### src/rtl/ipv4dq_pkg.sv
`timescale 1ns / 1ps

package ipv4dq_pkg;

  localparam int unsigned PhaseW = 3;

  // Parser phases.
  localparam logic [PhaseW-1:0] PhPre    = 3'd0; // whitespace before a field
  localparam logic [PhaseW-1:0] PhSign   = 3'd1; // sign seen, a digit must follow
  localparam logic [PhaseW-1:0] PhDigits = 3'd2; // inside the digits of a field
  localparam logic [PhaseW-1:0] PhDot    = 3'd3; // field done, waiting for a dot
  localparam logic [PhaseW-1:0] PhTrail  = 3'd4; // last field done, only blanks
  localparam logic [PhaseW-1:0] PhError  = 3'd5; // string already invalid

  localparam logic [7:0] ChNul   = 8'd0;
  localparam logic [7:0] ChSpace = 8'd32;
  localparam logic [7:0] ChPlus  = 8'd43;
  localparam logic [7:0] ChMinus = 8'd45;
  localparam logic [7:0] ChDot   = 8'd46;
  localparam logic [7:0] ChZero  = 8'd48;
  localparam logic [7:0] ChNine  = 8'd57;
  localparam logic [7:0] ChTab   = 8'd9;
  localparam logic [7:0] ChCr    = 8'd13;

  localparam logic [8:0] FieldSat = 9'd256;
  localparam logic [1:0] LastField = 2'd3;

  function automatic logic is_space(input logic [7:0] c);
    return (c == ChSpace) || ((c >= ChTab) && (c <= ChCr));
  endfunction

  function automatic logic is_digit(input logic [7:0] c);
    return (c >= ChZero) && (c <= ChNine);
  endfunction

endpackage

### src/rtl/ipv4_dotted_quad_parser.sv
`timescale 1ns / 1ps

// Dotted-quad IPv4 address parser.
// The input channel carries one character per word (char_code_i); a zero
// character ends the string. Every other character produces no result. At
// the terminator one result word leaves on the output channel: is_valid_o and
// packed_address_o, with the fourth field in the top byte and zero when the
// string is not a legal address.
// One character is taken every cycle while in_stall_o is low. A character is
// registered on acceptance and parsed in the next cycle by a single pass of
// logic that updates the parse state; the result of a terminator is written
// to the output register when the terminator is parsed.
// The output register holds a result while the receiver stalls. Ordinary
// characters keep flowing during that time; only a second terminator waits
// in the input register, and then in_stall_o goes high until the pending
// result is taken.
// Reset clears the parse state and both valid flags; the parser then expects
// the first field of a new string.
module ipv4_dotted_quad_parser (
  input  logic        clk_i,
  input  logic        rst_ni,
  input  logic        in_valid_i,
  output logic        in_stall_o,
  input  logic [7:0]  char_code_i,
  output logic        out_valid_o,
  input  logic        out_stall_i,
  output logic        is_valid_o,
  output logic [31:0] packed_address_o
);

  logic        in_vld_q;
  logic [7:0]  char_q;
  logic [ipv4dq_pkg::PhaseW-1:0] phase_q, phase_d;
  logic [1:0]  idx_q, idx_d;
  logic [8:0]  fval_q, fval_d;
  logic        neg_q, neg_d;
  logic [31:0] addr_q, addr_d;
  logic        out_vld_q, out_vld_d;
  logic        ok_q, ok_d;
  logic [31:0] res_q, res_d;

  logic        is_term;
  logic        can_go;
  logic        proc;
  logic        out_free;
  logic        last;
  logic        fin_ok;
  logic [31:0] addr_ins;
  logic [11:0] acc;
  logic [8:0]  acc_sat;
  logic        c_space;
  logic        c_digit;

  assign is_term  = (char_q == ipv4dq_pkg::ChNul);
  assign out_free = !out_vld_q || !out_stall_i;
  assign can_go   = !is_term || out_free;
  assign proc     = in_vld_q && can_go;
  assign in_stall_o = in_vld_q && !can_go;

  assign c_space = ipv4dq_pkg::is_space(char_q);
  assign c_digit = ipv4dq_pkg::is_digit(char_q);
  assign last    = (idx_q == ipv4dq_pkg::LastField);

  // A field is good when it fits a byte and is not a nonzero negative value.
  assign fin_ok   = !fval_q[8] && !(neg_q && (fval_q != 9'd0));
  assign addr_ins = addr_q | ({24'd0, fval_q[7:0]} << {idx_q, 3'b000});

  assign acc     = ({3'd0, fval_q} * 12'd10) + {8'd0, char_q[3:0]};
  assign acc_sat = (acc > {3'd0, ipv4dq_pkg::FieldSat}) ? ipv4dq_pkg::FieldSat : acc[8:0];

  always_comb begin
    phase_d   = phase_q;
    idx_d     = idx_q;
    fval_d    = fval_q;
    neg_d     = neg_q;
    addr_d    = addr_q;
    out_vld_d = out_vld_q && out_stall_i;
    ok_d      = ok_q;
    res_d     = res_q;
    if (proc) begin
      if (is_term) begin
        out_vld_d = 1'b1;
        ok_d      = 1'b0;
        res_d     = 32'd0;
        if (phase_q == ipv4dq_pkg::PhTrail) begin
          ok_d  = 1'b1;
          res_d = addr_q;
        end else if ((phase_q == ipv4dq_pkg::PhDigits) && last && fin_ok) begin
          ok_d  = 1'b1;
          res_d = addr_ins;
        end
        phase_d = ipv4dq_pkg::PhPre;
        idx_d   = 2'd0;
        fval_d  = 9'd0;
        neg_d   = 1'b0;
        addr_d  = 32'd0;
      end else begin
        unique case (phase_q)
          ipv4dq_pkg::PhPre: begin
            if (c_space) begin
              phase_d = ipv4dq_pkg::PhPre;
            end else if ((char_q == ipv4dq_pkg::ChPlus) || (char_q == ipv4dq_pkg::ChMinus)) begin
              neg_d   = (char_q == ipv4dq_pkg::ChMinus);
              phase_d = ipv4dq_pkg::PhSign;
            end else if (c_digit) begin
              fval_d  = {5'd0, char_q[3:0]};
              phase_d = ipv4dq_pkg::PhDigits;
            end else begin
              phase_d = ipv4dq_pkg::PhError;
            end
          end
          ipv4dq_pkg::PhSign: begin
            if (c_digit) begin
              fval_d  = {5'd0, char_q[3:0]};
              phase_d = ipv4dq_pkg::PhDigits;
            end else begin
              phase_d = ipv4dq_pkg::PhError;
            end
          end
          ipv4dq_pkg::PhDigits: begin
            if (c_digit) begin
              fval_d = acc_sat;
            end else if (c_space) begin
              if (fin_ok) begin
                addr_d  = addr_ins;
                phase_d = last ? ipv4dq_pkg::PhTrail : ipv4dq_pkg::PhDot;
              end else begin
                phase_d = ipv4dq_pkg::PhError;
              end
            end else if ((char_q == ipv4dq_pkg::ChDot) && !last) begin
              if (fin_ok) begin
                addr_d  = addr_ins;
                idx_d   = idx_q + 2'd1;
                fval_d  = 9'd0;
                neg_d   = 1'b0;
                phase_d = ipv4dq_pkg::PhPre;
              end else begin
                phase_d = ipv4dq_pkg::PhError;
              end
            end else begin
              phase_d = ipv4dq_pkg::PhError;
            end
          end
          ipv4dq_pkg::PhDot: begin
            if (c_space) begin
              phase_d = ipv4dq_pkg::PhDot;
            end else if ((char_q == ipv4dq_pkg::ChDot) && !last) begin
              idx_d   = idx_q + 2'd1;
              fval_d  = 9'd0;
              neg_d   = 1'b0;
              phase_d = ipv4dq_pkg::PhPre;
            end else begin
              phase_d = ipv4dq_pkg::PhError;
            end
          end
          ipv4dq_pkg::PhTrail: begin
            if (!c_space) begin
              phase_d = ipv4dq_pkg::PhError;
            end
          end
          default: begin
            phase_d = ipv4dq_pkg::PhError;
          end
        endcase
      end
    end
  end

  always_ff @(posedge clk_i or negedge rst_ni) begin
    if (!rst_ni) begin
      in_vld_q  <= 1'b0;
      out_vld_q <= 1'b0;
      phase_q   <= ipv4dq_pkg::PhPre;
      idx_q     <= 2'd0;
      fval_q    <= 9'd0;
      neg_q     <= 1'b0;
      addr_q    <= 32'd0;
    end else begin
      if (!in_stall_o) begin
        in_vld_q <= in_valid_i;
      end
      out_vld_q <= out_vld_d;
      phase_q   <= phase_d;
      idx_q     <= idx_d;
      fval_q    <= fval_d;
      neg_q     <= neg_d;
      addr_q    <= addr_d;
    end
  end

  always_ff @(posedge clk_i) begin
    if (!in_stall_o && in_valid_i) begin
      char_q <= char_code_i;
    end
    ok_q  <= ok_d;
    res_q <= res_d;
  end

  assign out_valid_o      = out_vld_q;
  assign is_valid_o       = ok_q;
  assign packed_address_o = res_q;

endmodule

### config.mk
export PLATFORM = sky130hd
export DESIGN_NAME = ipv4_dotted_quad_parser
export DESIGN_NICKNAME = d
export VERILOG_FILES = /design/src/rtl/ipv4dq_pkg.sv /design/src/rtl/ipv4_dotted_quad_parser.sv
export SDC_FILE = /design/constraint.sdc
export NUM_CORES = 1
export LEC_CHECK = 0
export ABC_AREA = 1
export BUFFER_PORTS_ARGS = -buffer_cell sky130_fd_sc_hd__buf_2
export CELL_PAD_IN_SITES_DETAIL_PLACEMENT = 1
export CELL_PAD_IN_SITES_GLOBAL_PLACEMENT = 1
export CORE_MARGIN = 5
export CORE_UTILIZATION = 49
export CTS_CLUSTER_DIAMETER = 40
export CTS_CLUSTER_SIZE = 10
export DETAILED_ROUTE_END_ITERATION = 7
export HOLD_SLACK_MARGIN = 0.12
export PLACE_DENSITY = 0.95
export SKIP_CTS_REPAIR_TIMING = 1
export SLEW_MARGIN = 30
export SYNTH_ARGS = -nofsm -noshare
export SYNTH_HDL_FRONTEND = slang
export SYNTH_SLANG_ARGS = --single-unit
### constraint.sdc
create_clock -name clk_i -period 8.2 [get_ports clk_i]
set_input_delay 1.23 -clock clk_i [delete_from_list [all_inputs] [get_ports clk_i]]
set_output_delay 1.23 -clock clk_i [all_outputs]
set_load 0.02 [all_outputs]
==> metrics.md <==
| Metric | Value |
|---|---|
| Final wirelength | 14.7 mm |
| CP Max Fanout | 36 |
| Number of synthesized register bits | 90 |
| EDFF count, synth | 41 |
| Drt via density | slightly below 6 |
| Critical path class | reg2out |
| Largest net degree at the start of global routing | 65 |
| Top FF cell, synth | dfrtp_1 |
| Startpoint types | register |
| Die Y-Extent | ~110 um |
| Mapped cell area | between 5000 and 6000 um2 |
| Cell count after synthesis | between 600 and 700 |
| Worst path cell trace | nor2_2 > inv_2 > nor3_4 > nand2_4 > clkinv_4 > nand2_2 > nor2_1 > buf_2 |
| Syn_nets | 696 |
| Vias in the first global route | 5234 |
| Cell area power density | about 150 nW/um2 |
| Critical path data arrival time | roughly 2.3 ns |
| Die area | around 13000 um2 |
| Final period demand of the worst path | around 3.6 ns |
| Fin nets | approximately 730 |
| Root Buffer | clkbuf_8 |
| Slowest stage delay, CP | 0.50 ns |
| Synth warn | 0 |
| I/O pins | 47 |
| GPL Wtd Cong | 0.832 |
| # fillers | 1325 |
| FMAX | about 280 MHz |
| Initial antenna violation count | 0 |
| CP max stage cell | edfxtp_1 |
| Max cap viols | 0 |
| Setup TNS after final layout | 0 ns |
| Tot GR Track Use | 0.236 |
| Core area | 10800 um2 |
| CTS sink cnt | 90 |
| Distinct cell type count after synthesis | 42 |
| CTS tree | yes |
| WL per Instance | between 15 and 20 um |
| First-pass GRT wire length | around 25 mm |
| GRT overflow | 0 |
| Worst skew pair latency | between 0.3 and 0.4 ns |
| Hold Crit Class | reg2reg |
| I/O Buffers | 46 |
| Worst-Margin Slew | ~0.91 ns |
| Pleak | around 2.6 nW |
| Multi-input logic area | 2450 um2 |
| Starting density of the core | 0.496 |
| Final Hold Fails | 0 |
| CTS Buffer Depth | 2 |
| Sequential-to-total area share from yosys stat | 0.459 |
| Async set-reset flop share out of synthesis | 0.544 |
| Dpl hpwl | 10.6 mm |
| Worst Hold Slack | 0.508 ns |
| Initial DRC count | 258 |
| Residual DRC | 0 |
| Htree depth | 3 |
| Final setup viols | 0 |
| Placed inst area | roughly 5700 um2 |
| Routed Antenna Nets | 0 |
| Clk pin slew, worst setup/hold paths | roughly 0.090 ns |
| DRT Pass-1 Iters | 4 |
| Share of cells above drive strength 1 | 0.150 |
| Fin. max-slew vios | 0 |
| Core Rows | 38 |
| Register-to-register setup slack | roughly 5 ns |
| RSZ-0062 raised after global routing | no |
| Util after Layout | 0.546 |
| Area Overhead vs Synth | 10.0% |
| Synthesized area per cell | 8.06 um2 |
| Status | complete, no violations |
| Register area | 2460 um2 |
| Worst vdd ir | about 0.090 mV |
| Buf+Inv Stages, Crit Path | 3 |
| Die X | 115 um |
| CTS buffer count | 9 |
| Clock Skew | around 0.017 ns |
| Vias | approximately 5000 |
| CP Capture Type | output port |
| Finished Cell Area | around 6000 um2 |
| Crit share post-route | 0.433 |
| CP delay by family, top | simple AND/OR/NAND/NOR gates |
| CP required | 6.97 ns |
| Ant diodes | 0 |
| Slew headroom | 0.389 |
[tightest hold or removal path: stages, from the launching register on]
cell	delay, ns
dfrtp_1	0.36
nand2_1	0.05
o21ai_1	0.06
[report_power, final]
group          internal [W]  switching, W
combinational     0.0000241     0.0000611
clock              0.000153      0.000176
sequential         0.000479     0.0000179
total              0.000656      0.000255
[kinds of logic (layout without fill, tap and decap cells)]
group,after synthesis,after routing,share of synthesized area
AND/OR/NAND/NOR,321,321,0.275
AO/OA/AOI/OAI,119,119,0.128
buffers and inverters,111,152,0.0825
flip-flops,90,90,0.459
adder cells (fa/ha/maj),20,20,0.0495
XOR/XNOR,3,3,0.00631
[per-stage QoR]
step,total power (W),setup slack (ns),std cells
after floorplan,0.000561,5.26,664
after global placement,0.000587,5.13,829
after detailed placement,0.000592,5.05,829
after CTS,0.000912,4.64,845
after global routing,0.000951,4.50,845
final,0.000911,4.65,845
[synth_stat cells, drive strengths merged (3+ instances only)]
master,instances,area share
buf,10,0.011
o31ai,8,0.015
nand3b,4,0.0056
clkbuf,16,0.011
nand2,194,0.14
nand3,40,0.038
inv,81,0.057
a31oi,9,0.012
nand4,38,0.044
dfrtp,49,0.23
xor2,3,0.0063
nor3,10,0.017
o21ai,78,0.076
edfxtp,41,0.23
a21oi,20,0.019
ha,18,0.042
nor2,33,0.027
clkinv,4,0.0037
[flip-flops by register name (all words and copies together), names as in the netlist]
register          count
char_q                8
idx_q                 2
phase_q               3
fval_q                9
addr_q               32
out_valid_o           1
packed_address_o     32
in_vld_q              1
neg_q                 1
is_valid_o            1
[metal layers]
layer	routed length (um)	global-route usage
met4	569	0.113
met5	0	0
met3	750	0.0381
met2	7460	0.421
met1	5960	0.276
[final timing paths]
check / start / to / cells after the start
max in group asynchronous: rst_ni / out_valid_o / 2
min reg2reg: addr_q[17] / addr_q[17] / 2
min in group asynchronous: rst_ni / addr_q[21] / 2
max reg2reg: fval_q[1] / fval_q[6] / 17
min: addr_q[17] / addr_q[17] / 2
max: char_q[2] / in_stall_o / 8
[cell type report]
cell class                      count  area share
Clock buffer                       10      0.0234
Clock inverter                      6      0.0123
Inverter                           85      0.0550
Multi-Input combinational cell    463       0.417
Sequential cell                    90       0.417
Tap cell                          140      0.0297
Timing Repair Buffer               51      0.0455
[layout by cell type (no fill, tap or decap), drive strengths merged]
cell type / count
nand2: 194
inv: 83
o21ai: 78
buf: 51
dfrtp: 49
edfxtp: 41
nand3: 40
nand4: 38
nor2: 33
a21oi: 20
ha: 18
clkbuf: 10
nor3: 10
a31oi: 9
o31ai: 8
clkinv: 6
nand3b: 4
xor2: 3
o211ai: 2
nor4: 2
fa: 2
o21a: 1
o211a: 1
clkinvlp: 1
bufinv: 1
(Power assumes the default switching activity.)
